[src/sv/ozq_pkg.sv]
// ----------------------------------------------------------------------------
// ozq_pkg: shared types and constants for the obstacle zone qualifier
// Holds the transaction payload types, the register index codes and the
// fixed widths and constants used by the zone lanes and the top level.
// ----------------------------------------------------------------------------
`default_nettype none

package ozq_pkg;

	localparam int MM_W    = 16;
	localparam int CM_W    = 13;
	localparam int RUN_W   = 4;
	localparam int QUAL_W  = 4;
	localparam int ZONES   = 3;

	localparam logic [RUN_W-1:0] RUN_MAX = '1;
	localparam logic [CM_W-1:0]  CM_MAX  = '1;

	// Reciprocal of ten scaled by 2^19; exact truncating division for 16-bit values.
	localparam logic [MM_W-1:0] DIV10_RECIP = 16'd52429;
	localparam int              DIV10_SHIFT = 19;

	localparam logic [CM_W-1:0]   STOP_THR_RST  = 13'd10;
	localparam logic [CM_W-1:0]   SLOW_THR_RST  = 13'd30;
	localparam logic [CM_W-1:0]   SAFE_DIST_RST = 13'd50;
	localparam logic [QUAL_W-1:0] QUALIFY_RST   = 4'd2;

	typedef enum logic [1:0] {
		REG_STOP_THR  = 2'd0,
		REG_SLOW_THR  = 2'd1,
		REG_SAFE_DIST = 2'd2,
		REG_QUALIFY   = 2'd3
	} cfg_index_t;

	typedef struct packed {
		logic            reading_valid;
		logic [MM_W-1:0] center_mm;
		logic [MM_W-1:0] left_mm;
		logic [MM_W-1:0] right_mm;
	} in_item_t;

	typedef struct packed {
		logic            stop_alert;
		logic            slow_alert;
		logic [CM_W-1:0] front_cm;
		logic [CM_W-1:0] left_cm;
		logic [CM_W-1:0] right_cm;
	} out_item_t;

	typedef struct packed {
		logic [CM_W-1:0]   stop_thr;
		logic [CM_W-1:0]   slow_thr;
		logic [QUAL_W-1:0] qualify;
	} zone_cfg_t;

	typedef struct packed {
		logic stop;
		logic slow;
	} lane_flags_t;

endpackage

`default_nettype wire

[src/sv/ozq_cm_conv.sv]
// ----------------------------------------------------------------------------
// ozq_cm_conv: millimetre to centimetre conversion stage
// Divides a 16-bit distance by ten through a reciprocal multiplication and
// registers the truncated centimetre value.
// ----------------------------------------------------------------------------
`default_nettype none

module ozq_cm_conv (
	input  wire logic                    clk,
	input  wire logic                    en,
	input  wire logic [ozq_pkg::MM_W-1:0] mm,
	output logic      [ozq_pkg::CM_W-1:0] cm_s1
);
	import ozq_pkg::*;

	logic [2*MM_W-1:0] prod;

	assign prod = (2*MM_W)'(mm) * (2*MM_W)'(DIV10_RECIP);

	always_ff @(posedge clk) begin
		if (en) begin
			cm_s1 <= prod[DIV10_SHIFT +: CM_W];
		end
	end

endmodule

`default_nettype wire

[src/sv/ozq_lane.sv]
// ----------------------------------------------------------------------------
// ozq_lane: per-zone band qualifier
// Classifies one zone distance into the stop and slow bands and keeps the
// saturating run counters and pending flags of that zone.
// ----------------------------------------------------------------------------
`default_nettype none

module ozq_lane (
	input  wire logic                     clk,
	input  wire logic                     arst_n,
	input  wire logic                     en,
	input  wire logic [ozq_pkg::CM_W-1:0] dist_cm,
	input  wire ozq_pkg::zone_cfg_t       cfg,
	output ozq_pkg::lane_flags_t          flags
);
	import ozq_pkg::*;

	logic [RUN_W-1:0] stop_cnt_q, slow_cnt_q;
	logic             stop_pend_q, slow_pend_q;
	logic [RUN_W-1:0] stop_inc, slow_inc;
	logic [RUN_W-1:0] stop_cnt_d, slow_cnt_d;
	logic             stop_pend_d, slow_pend_d;
	logic             nonzero, stop_hit, slow_hit;

	always_comb begin
		nonzero  = (dist_cm != '0);
		stop_hit = nonzero && (dist_cm <= cfg.stop_thr);
		slow_hit = nonzero && (dist_cm > cfg.stop_thr) && (dist_cm <= cfg.slow_thr);

		stop_inc = (stop_cnt_q == RUN_MAX) ? stop_cnt_q : stop_cnt_q + 1'b1;
		slow_inc = (slow_cnt_q == RUN_MAX) ? slow_cnt_q : slow_cnt_q + 1'b1;

		stop_cnt_d  = stop_hit ? stop_inc : '0;
		slow_cnt_d  = slow_hit ? slow_inc : '0;
		stop_pend_d = stop_hit && (stop_pend_q || (stop_inc >= cfg.qualify));
		slow_pend_d = slow_hit && (slow_pend_q || (slow_inc >= cfg.qualify));

		flags.stop = stop_pend_d;
		flags.slow = slow_pend_d;
	end

	always_ff @(posedge clk or negedge arst_n) begin
		if (!arst_n) begin
			stop_cnt_q  <= '0;
			slow_cnt_q  <= '0;
			stop_pend_q <= 1'b0;
			slow_pend_q <= 1'b0;
		end else if (en) begin
			stop_cnt_q  <= stop_cnt_d;
			slow_cnt_q  <= slow_cnt_d;
			stop_pend_q <= stop_pend_d;
			slow_pend_q <= slow_pend_d;
		end
	end

endmodule

`default_nettype wire

[src/sv/obstacle_zone_qualifier.sv]
// ----------------------------------------------------------------------------
// obstacle_zone_qualifier: debounced threshold zone detector
// Converts three range readings to centimetre zones, qualifies each zone in
// its own lane and merges the lane flags into stop and slow indications.
// ----------------------------------------------------------------------------
// Usage:
// Readings enter on the in_valid/in_ready channel, one transaction per
// reading; one result leaves on the out_valid/out_ready channel for each.
// Each accepted reading is converted to centimetres in three reciprocal
// multipliers and registered in the conversion stage; from there the
// front-zone minimum is taken, the three zone lanes run and the output
// register is loaded. Throughput is one transaction per cycle while the
// receiver accepts; the output register is the only limit, and a new
// reading is taken while a finished result waits as long as the conversion
// stage has room. When the receiver stalls, the result holds in the output
// register and one more reading waits in the conversion stage; after that
// in_ready drops. Reset clears the run counters, pending flags and stage
// valid bits and loads the registers with their default thresholds.
// Registers are written through cfg_we, cfg_index and cfg_wdata; the user
// must write them only while the block is idle; the block does not enforce it.
// ----------------------------------------------------------------------------
`default_nettype none

module obstacle_zone_qualifier (
	input  wire logic                     clk,
	input  wire logic                     arst_n,
	input  wire logic                     in_valid,
	output logic                          in_ready,
	input  wire ozq_pkg::in_item_t        in_data,
	output logic                          out_valid,
	input  wire logic                     out_ready,
	output ozq_pkg::out_item_t            out_data,
	input  wire logic                     cfg_we,
	input  wire ozq_pkg::cfg_index_t      cfg_index,
	input  wire logic [ozq_pkg::CM_W-1:0] cfg_wdata
);
	import ozq_pkg::*;

	logic [CM_W-1:0]   stop_thr_q, slow_thr_q, safe_dist_q;
	logic [QUAL_W-1:0] qualify_q;
	zone_cfg_t         zone_cfg;

	logic              valid_s1, rv_s1;
	logic [CM_W-1:0]   center_s1, left_s1, right_s1;
	logic              load_s1, adv;

	logic [CM_W-1:0]   front_cm;
	logic [CM_W:0]     safe_inc;
	logic [CM_W-1:0]   safe_out;
	logic              lane_en;
	lane_flags_t       flags_front, flags_left, flags_right;
	out_item_t         result;

	logic              out_valid_q;
	out_item_t         out_data_q;

	always_ff @(posedge clk or negedge arst_n) begin
		if (!arst_n) begin
			stop_thr_q  <= STOP_THR_RST;
			slow_thr_q  <= SLOW_THR_RST;
			safe_dist_q <= SAFE_DIST_RST;
			qualify_q   <= QUALIFY_RST;
		end else if (cfg_we) begin
			unique case (cfg_index)
				REG_STOP_THR:  stop_thr_q  <= cfg_wdata;
				REG_SLOW_THR:  slow_thr_q  <= cfg_wdata;
				REG_SAFE_DIST: safe_dist_q <= cfg_wdata;
				REG_QUALIFY:   qualify_q   <= cfg_wdata[QUAL_W-1:0];
			endcase
		end
	end

	assign zone_cfg = '{stop_thr: stop_thr_q, slow_thr: slow_thr_q, qualify: qualify_q};

	assign adv      = valid_s1 && (!out_valid_q || out_ready);
	assign in_ready = !valid_s1 || !out_valid_q || out_ready;
	assign load_s1  = in_valid && in_ready;

	always_ff @(posedge clk or negedge arst_n) begin
		if (!arst_n) begin
			valid_s1 <= 1'b0;
		end else if (load_s1) begin
			valid_s1 <= 1'b1;
		end else if (adv) begin
			valid_s1 <= 1'b0;
		end
	end

	always_ff @(posedge clk) begin
		if (load_s1) begin
			rv_s1 <= in_data.reading_valid;
		end
	end

	ozq_cm_conv u_conv_center (.clk(clk), .en(load_s1), .mm(in_data.center_mm), .cm_s1(center_s1));
	ozq_cm_conv u_conv_left   (.clk(clk), .en(load_s1), .mm(in_data.left_mm),   .cm_s1(left_s1));
	ozq_cm_conv u_conv_right  (.clk(clk), .en(load_s1), .mm(in_data.right_mm),  .cm_s1(right_s1));

	always_comb begin
		front_cm = center_s1;
		if (left_s1 < front_cm) begin
			front_cm = left_s1;
		end
		if (right_s1 < front_cm) begin
			front_cm = right_s1;
		end
	end

	assign lane_en = adv && rv_s1;

	ozq_lane u_lane_front (
		.clk(clk), .arst_n(arst_n), .en(lane_en), .dist_cm(front_cm),
		.cfg(zone_cfg), .flags(flags_front)
	);
	ozq_lane u_lane_left (
		.clk(clk), .arst_n(arst_n), .en(lane_en), .dist_cm(left_s1),
		.cfg(zone_cfg), .flags(flags_left)
	);
	ozq_lane u_lane_right (
		.clk(clk), .arst_n(arst_n), .en(lane_en), .dist_cm(right_s1),
		.cfg(zone_cfg), .flags(flags_right)
	);

	always_comb begin
		safe_inc = {1'b0, safe_dist_q} + (CM_W+1)'(1);
		safe_out = safe_inc[CM_W] ? CM_MAX : safe_inc[CM_W-1:0];
		if (rv_s1) begin
			result.stop_alert = flags_front.stop | flags_left.stop | flags_right.stop;
			result.slow_alert = flags_front.slow | flags_left.slow | flags_right.slow;
			result.front_cm   = front_cm;
			result.left_cm    = left_s1;
			result.right_cm   = right_s1;
		end else begin
			result.stop_alert = 1'b0;
			result.slow_alert = 1'b0;
			result.front_cm   = safe_out;
			result.left_cm    = safe_out;
			result.right_cm   = safe_out;
		end
	end

	always_ff @(posedge clk or negedge arst_n) begin
		if (!arst_n) begin
			out_valid_q <= 1'b0;
		end else if (adv) begin
			out_valid_q <= 1'b1;
		end else if (out_ready) begin
			out_valid_q <= 1'b0;
		end
	end

	always_ff @(posedge clk) begin
		if (adv) begin
			out_data_q <= result;
		end
	end

	assign out_valid = out_valid_q;
	assign out_data  = out_data_q;

	// An invalid reading always yields a result with both flags clear.
	a_invalid_clears_flags: assert property (@(posedge clk) disable iff (!arst_n)
		adv && !rv_s1 |=> !out_data.stop_alert && !out_data.slow_alert)
		else $error("invalid reading produced a set flag");

	// The input side only stalls when the conversion stage is full behind a stalled output.
	a_ready_only_on_stall: assert property (@(posedge clk) disable iff (!arst_n)
		!in_ready |-> valid_s1 && out_valid_q && !out_ready)
		else $error("input stalled without a full pipeline");

	// The stop and slow bands exclude each other, so no lane holds both flags.
	a_lane_bands_exclusive: assert property (@(posedge clk) disable iff (!arst_n)
		lane_en |-> !(flags_front.stop && flags_front.slow) &&
			!(flags_left.stop && flags_left.slow) &&
			!(flags_right.stop && flags_right.slow))
		else $error("zone lane flagged both stop and slow");

	// A transaction in the conversion stage is never lost while the output drains.
	a_stage_moves: assert property (@(posedge clk) disable iff (!arst_n)
		valid_s1 && !out_valid_q |=> out_valid_q)
		else $error("conversion stage did not advance into a free output register");

endmodule

`default_nettype wire

[config.mk]
export PLATFORM = sky130hd
export DESIGN_NAME = obstacle_zone_qualifier
export DESIGN_NICKNAME = d
export VERILOG_FILES = /design/src/sv/ozq_pkg.sv /design/src/sv/ozq_cm_conv.sv /design/src/sv/ozq_lane.sv /design/src/sv/obstacle_zone_qualifier.sv
export SDC_FILE = /design/constraint.sdc
export NUM_CORES = 1
export LEC_CHECK = 0
export BUFFER_PORTS_ARGS = -buffer_cell sky130_fd_sc_hd__buf_2
export CELL_PAD_IN_SITES_DETAIL_PLACEMENT = 0
export CELL_PAD_IN_SITES_GLOBAL_PLACEMENT = 1
export CORE_UTILIZATION = 51
export DETAILED_ROUTE_END_ITERATION = 10
export PLACE_DENSITY = 0.8
export SLEW_MARGIN = 20
export SYNTH_ARGS = -nofsm -noshare
export SYNTH_HDL_FRONTEND = slang
export SYNTH_SLANG_ARGS = --single-unit
[constraint.sdc]
create_clock -name clk -period 6.2 [get_ports clk]
set_input_delay 0.93 -clock clk [delete_from_list [all_inputs] [get_ports clk]]
set_output_delay 0.93 -clock clk [all_outputs]
set_load 0.03 [all_outputs]
---- After elaboration in Yosys (flattened, before gate mapping) ----
Index checks and enable logic that the tools add are counted.
word-level totals
  register bits after elaboration ......... 156
  output and inout bits ................... 43
  logic and storage cells ................. 126
operators by class
  add/subtract/negate cells ............... 7
  $mul .................................... 3
  magnitude comparators ................... 17
  equal/unequal tests ..................... 9
  multiplexer cells ....................... 20
  bitwise logic cells ..................... 4
  reduce and logical (&&, ||, !) cells .... 39
operators with widths
  cell                                                 count
  multiplier 16 x 16 -> 32 bit, second input constant  3
  <= comparator 13 bit                                 6
  2-to-1 mux 4 bit                                     12
  > comparator 13 bit                                  3
  2-to-1 mux 13 bit                                    3
  2-to-1 mux 39 bit                                    1
  nonzero test 13 bit                                  3
  less-than comparator 13 bit                          2
  adder 4 x 1 -> 4 bit, second input constant          6
  equality test 4 bit, second input constant           6
  greater-or-equal comparator 4 bit                    6
  logical AND 1 bit                                    18
  adder 13 x 1 -> 14 bit, second input constant        1
  logical OR 1 bit                                     9
  AND reduction 2 bit                                  4
  equality test 2 bit, second input constant           2
  2-to-1 mux 1 bit                                     4
  bitwise OR 1 bit                                     4
  nonzero test 2 bit                                   2
  equality test 2 x 1 -> 1 bit, second input constant  1
  logical NOT 1 bit                                    2
  logical NOT 2 bit                                    1

---- Longest topological paths before layout ----
Gate-level depths: netlist (run 1).
  depth in word-level cells ............... 10
  gate-level depth with buffers ........... 29
  mapped depth without buffers ............ 27

---- By module ----
Synthesis (run 1) repeated with hierarchy kept, for this count alone.
second synthesis, totals
  cells, all modules ...................... 2,485
  area total of the unflattened synthesis .. 24,248.3 um^2
modules (own cells, without submodules)
  module                            instances  cells an instance  area an instance (um^2)
  ozq_cm_conv at u_conv_center ...  2          527                5,154.9
  ozq_cm_conv at u_conv_right       1          494                4,969.8
  obstacle_zone_qualifier           1          379                4,561.9
  ozq_lane                          3          186                1,468.9

---- Worst setup path before layout (run 1) ----
Ideal clock, no wire load.
  path kind ............................... in2reg
  from .................................... input in_data[28] (netlist bit)
  to ...................................... register u_conv_left.cm_s1[12] (netlist bit), data pin
  data arrival time ....................... 5.718 ns
  data required time ...................... 5.936 ns
  slack ................................... 0.218 ns
  stages .................................. 20
  buffers on the path ..................... 0
  cell sequence ........................... ha_1 ha_1 inv_1 fa_1 inv_1 fa_1 inv_1 fa_1 fa_1 inv_1 ha_1 a21o_1 a211oi_2 nor2b_1 a31oi_1 a21o_1 o41a_1 and4_1 a2111oi_2 xnor2_1
between the ends
  longest elaborated chain between the ends .. 1
ends and longest elaborated chain
  what                          RTL line                       source
  start: declaration            obstacle_zone_qualifier.sv:29  input wire ozq_pkg::in_item_t in_data,
  multiplier 16 x 16 -> 32 bit  ozq_cm_conv.sv:18              assign prod = (2*MM_W)'(mm) * (2*MM_W)'(DIV10_RECIP);
  via u_conv_left.prod[31]      ozq_cm_conv.sv:16              logic [2*MM_W-1:0] prod;
  end signal: assignment        ozq_cm_conv.sv:22              cm_s1 <= prod[DIV10_SHIFT +: CM_W];
  end: declaration              ozq_cm_conv.sv:12              output logic [ozq_pkg::CM_W-1:0] cm_s1
The timed path passes the listed nets, and every way through them passes these cells.
A chain may end at the register's enable or synchronous reset.

---- Worst setup path after layout (run 1) ----
  from .................................... register u_conv_left.cm_s1[6] (netlist bit)
  to ...................................... register u_lane_front.slow_pend_q
between the ends
  longest elaborated chain between the ends .. 8
  elaborated cells on any way between the ends .. 10
ends and longest elaborated chain
  what                                                               RTL line                        source
  less-than comparator 13 bit                                        obstacle_zone_qualifier.sv:101  if (left_s1 < front_cm) begin
  2-to-1 mux 13 bit *                                                obstacle_zone_qualifier.sv:101
  less-than comparator 13 bit                                        obstacle_zone_qualifier.sv:104  if (right_s1 < front_cm) begin
  2-to-1 mux 13 bit *                                                obstacle_zone_qualifier.sv:104
  > comparator 13 bit / nonzero test 13 bit (equally long branches)  ozq_lane.sv:28, ozq_lane.sv:26
  logical AND 1 bit                                                  ozq_lane.sv:28                  slow_hit = nonzero && (dist_cm > cfg.stop_thr) && (dist_cm <= cfg.slow_thr);
  logical AND 1 bit *                                                ozq_lane.sv:28
  logical AND 1 bit *                                                ozq_lane.sv:36                  slow_pend_d = slow_hit && (slow_pend_q || (slow_inc >= cfg.qualify));
  end signal: assignment                                             ozq_lane.sv:52                  slow_pend_q <= slow_pend_d;
  end: declaration                                                   ozq_lane.sv:19                  logic stop_pend_q, slow_pend_q;
Mark *: on every way between the ends. The rest lies on a longest branch, timed or not.

==> impl_metrics.toml, run 1 <==
[drt]
avgRoutedWirePerCell_um = 19.0
drt-pass1-iter-count = 5
route.detailed.drc = 0
ant_nets = 0
via_count = 16612
finalWirelength_um = 58300
vias_per_cell = 5.40
drtIter0Drc = 964

[synthesis]
synth_area_sq_mm = 0.0226
syn_avg_cell_area_sq_um = 10.3
synth_top_area_share_pct = 29.1
yosys_warnings = 0
synth_flop_cell = "edfxtp_1"
synth_area_leaders = "ha_1 (29%), fa_1 (22%), edfxtp_1 (11%)"
yosysSeqAreaShare_pct = 19.1
synth_seq_cells = 156
yosys.area.top_type = "ha_1"
synth_cells = 2206
synth-edff-count = 81
ys_async_sr_fraction_pct = 48.1
ys_types = 71
synth_nets = 3043

[setup_path]
critical_path_peak_fanout = 5
rr_worst_depth = 24
r2r-start = "u_conv_left.cm_s1[6]"
r2r_setup_slack_ps = 130
r2r_end = "u_lane_front.slow_pend_q"
path_class = "register to register"
startpoint_type = "register"
arrival_ps = 6420
critPathRequiredTime_ps = 6560
cp-end-kind = "register"

[finish]
layout-drive-gt1-share_pct = 16.1
nets = 3314
nFillCells = 3796
synthToLayoutAreaGrowth_pct = 14.8
diodes = 0
final_cell_mix = "ha_1 (520), inv_1 (510), fa_1 (243)"
layout_commonest_cell = "ha_1"

[sta]
max_slew.worst_pin.slew_ps = 1100
slew_headroom_pct = 26.2
tns_ps = 0
min_period_over_period_pct = 97.9
slew_viol_final = 0
skew_ps = 12.3
final_hold_viol_count = 0
max_freq_mhz = 165
setup_viol = 0
worst_slack_ps = 133
fin_crit_ps = 6070

[power]
p_leak_nw = 13.7
power.total_mw = 13.2
p_per_area_mw_per_mm2 = 510
ir_worst_vdd_v = 0.000246

[cts]
cts_tree = "built"
cts_buffers = 17
cts_max_level = 4
clockBufferDepth = 2
ctsHoldBuffers = 0
clk_pin_slew_worst_paths_ps = 70
clk_latency_ps = 430
cts.sinks = 156
cts_root_buf = "clkbuf_16"

[floorplan]
ioPinCount = 112
die_area_sq_mm = 0.0452
row_count = 76
fp.dieW_um = 213
die_height_um = 213
start_util_pct = 52.1
coreArea_sq_mm = 0.0434

[job]
maxCapViolCount = 0

[global_routing]
first_global_vias = 17135
grt_util_all_layers_pct = 26.6
grt_max_degree = 76
grt-ovfl-total = 0
antenna_found_initial = 0
grt_pass1_wl_um = 91500

[placement]
place_congestion = 0.963
pre_cts_slack_ps = -245
dp_hpwl_um = 49600
port_buffers = 111

[status]
status = "completed"

[worst_hold_path]
hold_path.class = "primary input to asynchronous set/reset pin"
-- worst max path at each step --
stage / startpoint / endpoint
2_1_floorplan: in_data[28] / u_conv_left.cm_s1[12]
3_3_place_gp: u_conv_left.cm_s1[1] / out_data[39]
3_5_place_dp: u_conv_left.cm_s1[10] / out_data[39]
4_1_cts: u_conv_left.cm_s1[10] / out_data[40]
5_1_grt: u_conv_center.cm_s1[8] / u_lane_front.slow_pend_q
6_report: u_conv_left.cm_s1[6] / u_lane_front.slow_pend_q
-- worst max-delay path, cell delays in order (launching register included) --
cell and delay, ps:
edfxtp_1 470, ha_1 350, nand4_1 130, or4b_4 580
nand3_4 150, mux2i_4 260, ha_1 280, a21o_1 180
a221o_1 380, a221oi_4 340, nand3_2 140, a211oi_4 280
a211oi_4 70, mux2i_1 190, buf_4 170, ha_4 200
nor2b_1 120, o21a_1 160, o21a_1 160, o211ai_1 210
a211oi_1 100, nor4_1 370, o21ai_2 200, or3_4 360
a21oi_2 140
-- metal layers --
layer	part of all wire (%)	global-route usage (%)	wire, um	up-vias
li1	-	-	-	7973
met1	45	36.3	26400	8173
met2	48	44.9	27900	388
met3	4.6	3.22	2700	78
met4	2.1	5.81	1230	0
met5	0	0	0	-
-- sequential cells by signal, summed over array words and instances (netlist names), 13 cells and up --
signal / flops
u_conv_right.cm_s1: 13
slow_thr_q: 13
u_conv_left.cm_s1: 13
u_conv_center.cm_s1: 13
safe_dist_q: 13
stop_thr_q: 13
out_data: 41
-- area by class of cell --
cell class,count,area (sq um),share of cell area [%]
Sequential cell,156,4320,16.7
Clock buffer,22,507,1.95
Clock inverter,10,126,0.487
Inverter,511,1920,7.39
Tap cell,585,732,2.82
Timing Repair Buffer,268,1770,6.83
Multi-Input combinational cell,1523,16600,63.9
-- Yosys cell counts (4+ instances only) --
| cell type | n |
|---|---|
| mux2i_1 | 17 |
| a21oi_1 | 83 |
| nand2b_1 | 19 |
| dfrtp_1 | 65 |
| and2_1 | 6 |
| o21ai_0 | 56 |
| inv_1 | 511 |
| a22o_1 | 5 |
| xor2_1 | 18 |
| a21boi_0 | 4 |
| ha_1 | 525 |
| nor4_1 | 12 |
| or4_1 | 4 |
| a211oi_1 | 15 |
| fa_1 | 243 |
| or3_1 | 5 |
| a31oi_1 | 9 |
| xnor2_1 | 42 |
| o211ai_1 | 6 |
| o31ai_1 | 7 |
| nand3_1 | 41 |
| a21o_1 | 57 |
| nor2_1 | 74 |
| o41ai_1 | 4 |
| o21a_1 | 20 |
| nand4_1 | 27 |
| nor2b_1 | 15 |
| a211o_1 | 4 |
| and4_1 | 4 |
| and3_1 | 13 |
| mux2_2 | 40 |
| clkbuf_1 | 11 |
| nor3_1 | 16 |
| nand2_1 | 75 |
| nand3b_1 | 4 |
| edfxtp_1 | 81 |
| dfstp_2 | 10 |
-- what timing repair did --
item	CTS	global route
pin swaps	0	22
endpoints found under the setup margin	8	12
resized for setup	5	41
buffers inserted	0	12
hold endpoints to repair	0	0
-- power breakdown --
| group | internal, mW | total (mW) | leakage (nW) | switching [mW] |
|---|---|---|---|---|
| clock network | 0.668 | 1.11 | 0.300 | 0.440 |
| logic | 4.62 | 10.1 | 11.7 | 5.43 |
| registers | 1.70 | 2.07 | 1.71 | 0.373 |
-- through the flow --
stage / instances / hold WS, ps / area (sq um) / utilization (%)
detailed placement: 3030 / 490 / 24900 / 57.5
floorplan: 2206 / 449 / 22600 / -
CTS: 3062 / 505 / 25600 / 59.0
global route: 3075 / 413 / 26000 / 59.9
finish: 3075 / 410 / 26000 / 59.9
global placement: 3030 / 466 / 24900 / 57.5
-- logic make-up after synthesis --
| family | count (synthesis) | share of synthesized area, % |
|---|---|---|
| AOI/OAI and AO/OA | 314 | 9.26 |
| adders and majority gates | 768 | 50.6 |
| xor gates and xnor gates | 60 | 2.32 |
| muxes | 58 | 2.79 |
| DFF | 156 | 19.1 |
| and+or+nand+nor | 323 | 7.18 |
| buffers and inverters | 527 | 8.76 |
(Power assumes the default switching activity.)
==> inputs of run 2 (changes only) <==
clock period = 5.6 ns   (was 6.2 ns; I/O delays follow)
==> run 2 against run 1 <==
Against the previous run: global-route usage is 1.1 points higher; the flow now finishes with violations (setup timing); worst setup slack worse by 450 ps; count of clock-buffer cells in the layout is 5 lower; largest power group unchanged; register-to-register slack worse by 450 ps; combinational power is 41% higher; flip-flop and latch count stayed put; clock skew is 3.4 ps higher; worst hold slack better by 96 ps; core utilization is 5.4 points higher; maximum frequency is 2.5% higher.
==> impl_metrics.toml, run 2 (synthesis results as in run 1) <==
[status]
status = "finished, violations left"
violations = "setup timing"

[cts]
cts_tree = "built"
clockBufferDepth = 2
clk_pin_slew_worst_paths_ps = 80
clk_latency_ps = 440
cts_root_buf = "clkbuf_16"
cts_buffers = 17
cts_max_level = 4
cts.sinks = 156

[sta]
skew_ps = 15.7
slew_viol_final = 0
holdWs_ps = 506
tns_ps = -2980
setup_viol = 13
max_freq_mhz = 169
max_slew.worst_pin.slew_ps = 1060
worst_slack_ps = -318
final_hold_viol_count = 0
rsz0062_at_grt = "true"
slew_headroom_pct = 28.3
fin_crit_ps = 5920
min_period_over_period_pct = 106

[drt]
drt-pass1-iter-count = 5
vias_per_cell = 5.33
via_count = 17238
ant_nets = 0
finalWirelength_um = 60800
route.detailed.drc = 0
drtIter0Drc = 833
avgRoutedWirePerCell_um = 18.8

[job]
maxCapViolCount = 0

[power]
swShare_pct = 46.9
power.total_mw = 17.6
p_leak_nw = 14.5
comb_power_share_pct = 80.8
seqPwrFrac_pct = 12.4
power.clock.fraction_pct = 6.8
p_per_area_mw_per_mm2 = 620
switchingPower_mw = 8.22
p_int_mw = 9.33
ir_worst_vdd_v = 0.000591

[setup_path]
critical_path_peak_fanout = 5
startpoint_type = "register"
arrival_ps = 6110
rr_worst_depth = 24
critPathRequiredTime_ps = 5800
path_class = "register to register"
cp-end-kind = "register"

[placement]
place_inst = 3167
dp_hpwl_um = 51500
detailed_place.area_sq_mm = 0.0262
place_congestion = 0.994
port_buffers = 111
pre_cts_slack_ps = -796

[finish]
postLayoutCoreUtil_pct = 65.2
synthToLayoutAreaGrowth_pct = 25.1
final_cell_mix = "inv_1 (492), ha_1 (452), buf_4 (314)"
final_cells = 3233
nets = 3472
diodes = 0
layout_commonest_cell = "inv_1"
layout-drive-gt1-share_pct = 26.1
largest_register_ffs = 41
nFillCells = 3468
final_cell_area_sq_mm = 0.0283

[global_routing]
grt_max_degree = 76
grt_util_all_layers_pct = 27.7
grt-ovfl-total = 0
grt_pass1_wl_um = 95800
antenna_found_initial = 0
first_global_vias = 18067

[floorplan]
die_height_um = 213
ioPinCount = 112
row_count = 76
coreArea_sq_mm = 0.0434
die_area_sq_mm = 0.0452
fp.dieW_um = 213
start_util_pct = 52.1

[worst_hold_path]
hold_path.class = "primary input to asynchronous set/reset pin"
run 2: cell types whose count changed in the layout (fill, tap and decap cells not counted), moves of 9 or more:
cell / before / now
a21oi_1: 77 / 68
buf_2: 110 / 88
buf_4: 155 / 314
buf_6: 1 / 19
ha_1: 520 / 452
ha_4: 5 / 66
inv_1: 510 / 492
inv_2: 1 / 19
run 2: power by group through the flow:
| stage | Clock, mW | Combinational, mW | Sequential (mW) |
|---|---|---|---|
| 2_1_floorplan | 0 | 7.65 | 2.26 |
| 3_3_place_gp | 0 | 12.2 | 2.16 |
| 3_5_place_dp | 0 | 12.5 | 2.17 |
| 4_1_cts | 1.20 | 13.4 | 2.15 |
| 5_1_grt | 1.25 | 15.8 | 2.20 |
| 6_report | 1.19 | 14.2 | 2.18 |
run 2: layer usage:
metal  global-route usage (%)  wire length, um
met1                     38.0            27900
met2                     46.8            28900
met3                     2.42             2430
met4                     7.37             1520
met5                        0                0
run 2: cell type report:
cell class              count  area, sq um  share of cell area [%]
repair buffers            424         3060                    10.8
multi-input cells        1525        17600                    62.4
well taps                 585          732                    2.59
clock buffers              17          425                    1.50
inverters                 511         1920                    6.78
flip-flops and latches    156         4320                    15.3
clock inverters            15          194                   0.685
run 2: path summary, 6_finish.rpt:
path | endpoint | slack [ps] | from
min in group clk | out_valid | 510 | valid_s1
min reg2reg | out_valid | 510 | valid_s1
max | out_data[40] | -320 | u_conv_left.cm_s1[7]
max reg2reg | out_data[40] | -320 | u_conv_left.cm_s1[7]
max in group asynchronous | u_lane_right.slow_cnt_q[0] | 4420 | arst_n
min | u_lane_right.stop_cnt_q[3] | 510 | arst_n
run 2: worst max-delay path: stages (launching register included):
cell and delay [ps]:
edfxtp_1 450, ha_4 300, nand4_1 130, or4b_4 570
nand3_4 150, mux2i_2 260, ha_1 290, a21o_1 180
a221o_1 390, a221oi_4 360, nand3_2 140, a211oi_4 240
a211oi_4 120, mux2i_2 180, buf_4 170, ha_4 260
nor2b_1 120, o21a_1 120, o21a_1 100, o211ai_1 90
a211o_1 350, a21oi_4 250, buf_6 150, nor3_1 50
o31a_1 260
run 2: timing repair:
action | 4_1_cts | 5_1_grt
resized for setup | 98 | 133
hold buffers | 0 | 0
buffers inserted | 20 | 16
cloned | 2 | 0
setup endpoints to repair | 25 | 35
pin swaps | 55 | 95
==> inputs of run 3 (changes only) <==
CORE_UTILIZATION = 45   (was 51)
PLACE_DENSITY = 0.71   (was 0.8)
==> run 3 against run 2 <==
Against the previous run: routed wire length rose by 0.83%; worst setup slack got worse by 7.0 ps; cell count grew 2.4%; critical path depth rose by 2; maximum frequency down 0.12%; design area down 0.60%; sequential power hardly changed; die area is 13% higher; combinational power hardly changed; the flow still finishes with violations (setup timing); first-iteration DRC count up 0.84%; largest cell class unchanged.
==> impl_metrics.toml, run 3 (synthesis results as in run 1) <==
[finish]
nets = 3471
final_cells = 3312
largest_register_ffs = 41
layout_commonest_cell = "inv_1"
synthToLayoutAreaGrowth_pct = 24.4
layout-drive-gt1-share_pct = 25.1
final_cell_mix = "inv_1 (501), ha_1 (468), buf_4 (313)"

[drt]
vias_per_cell = 5.16
route.detailed.drc = 0
ant_nets = 0
avgRoutedWirePerCell_um = 18.5
via_count = 17095
finalWirelength_um = 61300
drt-pass1-iter-count = 5
drtIter0Drc = 840

[sta]
slew_viol_final = 0
final_hold_viol_count = 0
max_freq_mhz = 169
fin_crit_ps = 5920
worst_slack_ps = -325
skew_ps = 17.4
setup_viol = 14
slew_headroom_pct = 30.8
max_slew.worst_pin.slew_ps = 1040
holdWs_ps = 500
rsz0062_at_grt = "true"
min_period_over_period_pct = 106

[global_routing]
first_global_vias = 17923
grt_max_degree = 76
grt_util_all_layers_pct = 24.8
grt_pass1_wl_um = 97100
antenna_found_initial = 0
grt-ovfl-total = 0

[placement]
port_buffers = 111
pre_cts_slack_ps = -707
place_inst = 3259
dp_hpwl_um = 52500
place_congestion = 0.980

[setup_path]
path_class = "register to register"
startpoint_type = "register"
crit_slowest_cell = "or4_4"
arrival_ps = 6120
cp-end-kind = "register"
critPathRequiredTime_ps = 5790
slowest_delay_ps = 560
critical_path_peak_fanout = 16

[job]
maxCapViolCount = 0

[floorplan]
coreArea_sq_mm = 0.0493
row_count = 81
ioPinCount = 112
start_util_pct = 45.9
fp.dieW_um = 226
die_height_um = 226
die_area_sq_mm = 0.0511

[power]
p_leak_nw = 14.5
ir_worst_vdd_v = 0.000382
p_per_area_mw_per_mm2 = 621

[cts]
cts_root_buf = "clkbuf_16"
cts.sinks = 156
clk_pin_slew_worst_paths_ps = 70
clk_latency_ps = 450
cts_max_level = 4
cts_buffers = 17
clockBufferDepth = 2
cts_tree = "built"
ctsHoldBuffers = 0

[status]
status = "finished, violations left"
violations = "setup timing"

[worst_hold_path]
hold_path.class = "register to register"
[run 3: cell types whose count changed in the layout (fill, tap and decap cells not counted), moves of 4 or more]
| cell | previous run | this run |
|---|---|---|
| a211oi_4 | 5 | 1 |
| inv_1 | 492 | 501 |
| inv_2 | 19 | 10 |
| buf_6 | 19 | 13 |
| ha_1 | 452 | 468 |
| clkinv_8 | 5 | 1 |
| ha_4 | 66 | 50 |
| buf_2 | 88 | 93 |
[run 3: area by class of cell]
class,instances,area [sq um]
multi-input cells,1523,17400
inverters,511,1920
clock buffers,19,443
fillers,4313,21100
well taps,664,831
diodes,1,2.50
clock inverters,13,159
flip-flops and latches,156,4320
repair buffers,425,3020
[run 3: final timing paths]
path                                  startpoint  slack [ps]                          to  cells past startpoint
min                                     valid_s1         500                   out_valid                      1
max                        u_conv_left.cm_s1[10]        -320                out_data[39]                     26
max in group asynchronous                 arst_n        4420               slow_thr_q[0]                      1
min in group asynchronous                 arst_n         520  u_lane_right.stop_cnt_q[0]                      1
min reg2reg                             valid_s1         500                   out_valid                      1
max reg2reg                u_conv_left.cm_s1[10]        -320                out_data[39]                     26
[run 3: critical path, delay by kind of cell (launching register included)]
kind                       cells  cell delay, ps
AOI/OAI and AO/OA             10            1790
buffers and inverters          3             440
and+or+nand+nor                9            1870
adders and majority gates      3             900
muxes                          1             220
DFF                            1             450
[run 3: per-stage QoR]
stage	total power, mW	setup TNS [ps]	util [%]	cell area [sq um]
global route	19.2	-5730	57.1	28100
global placement	14.8	-14010	53.6	26400
finish	17.5	-2760	57.1	28100
CTS	17.0	-1870	55.9	27500
detailed placement	15.0	-17840	53.6	26400
floorplan	9.91	-54.6	-	22800
[run 3: routing by layer]
layer,GRT usage (%),share of wire (%),up-vias
li1,-,-,8285
met1,33.4,46,8382
met2,42.8,49,356
met3,2.59,3.8,72
met4,5.38,1.9,0
met5,0,0,-
[run 3: report_power, final]
part | switching (mW) | internal, mW
sequential | 0.288 | 1.88
clock | 0.523 | 0.680
combinational | 7.33 | 6.78
total | 8.14 | 9.34
[run 3: what timing repair did]
item / in CTS / in global routing
gates resized for setup: 81 / 102
pin swaps: 52 / 73
setup buffers: 9 / 14
cloned: 0 / 0
endpoints found under the setup margin: 26 / 35
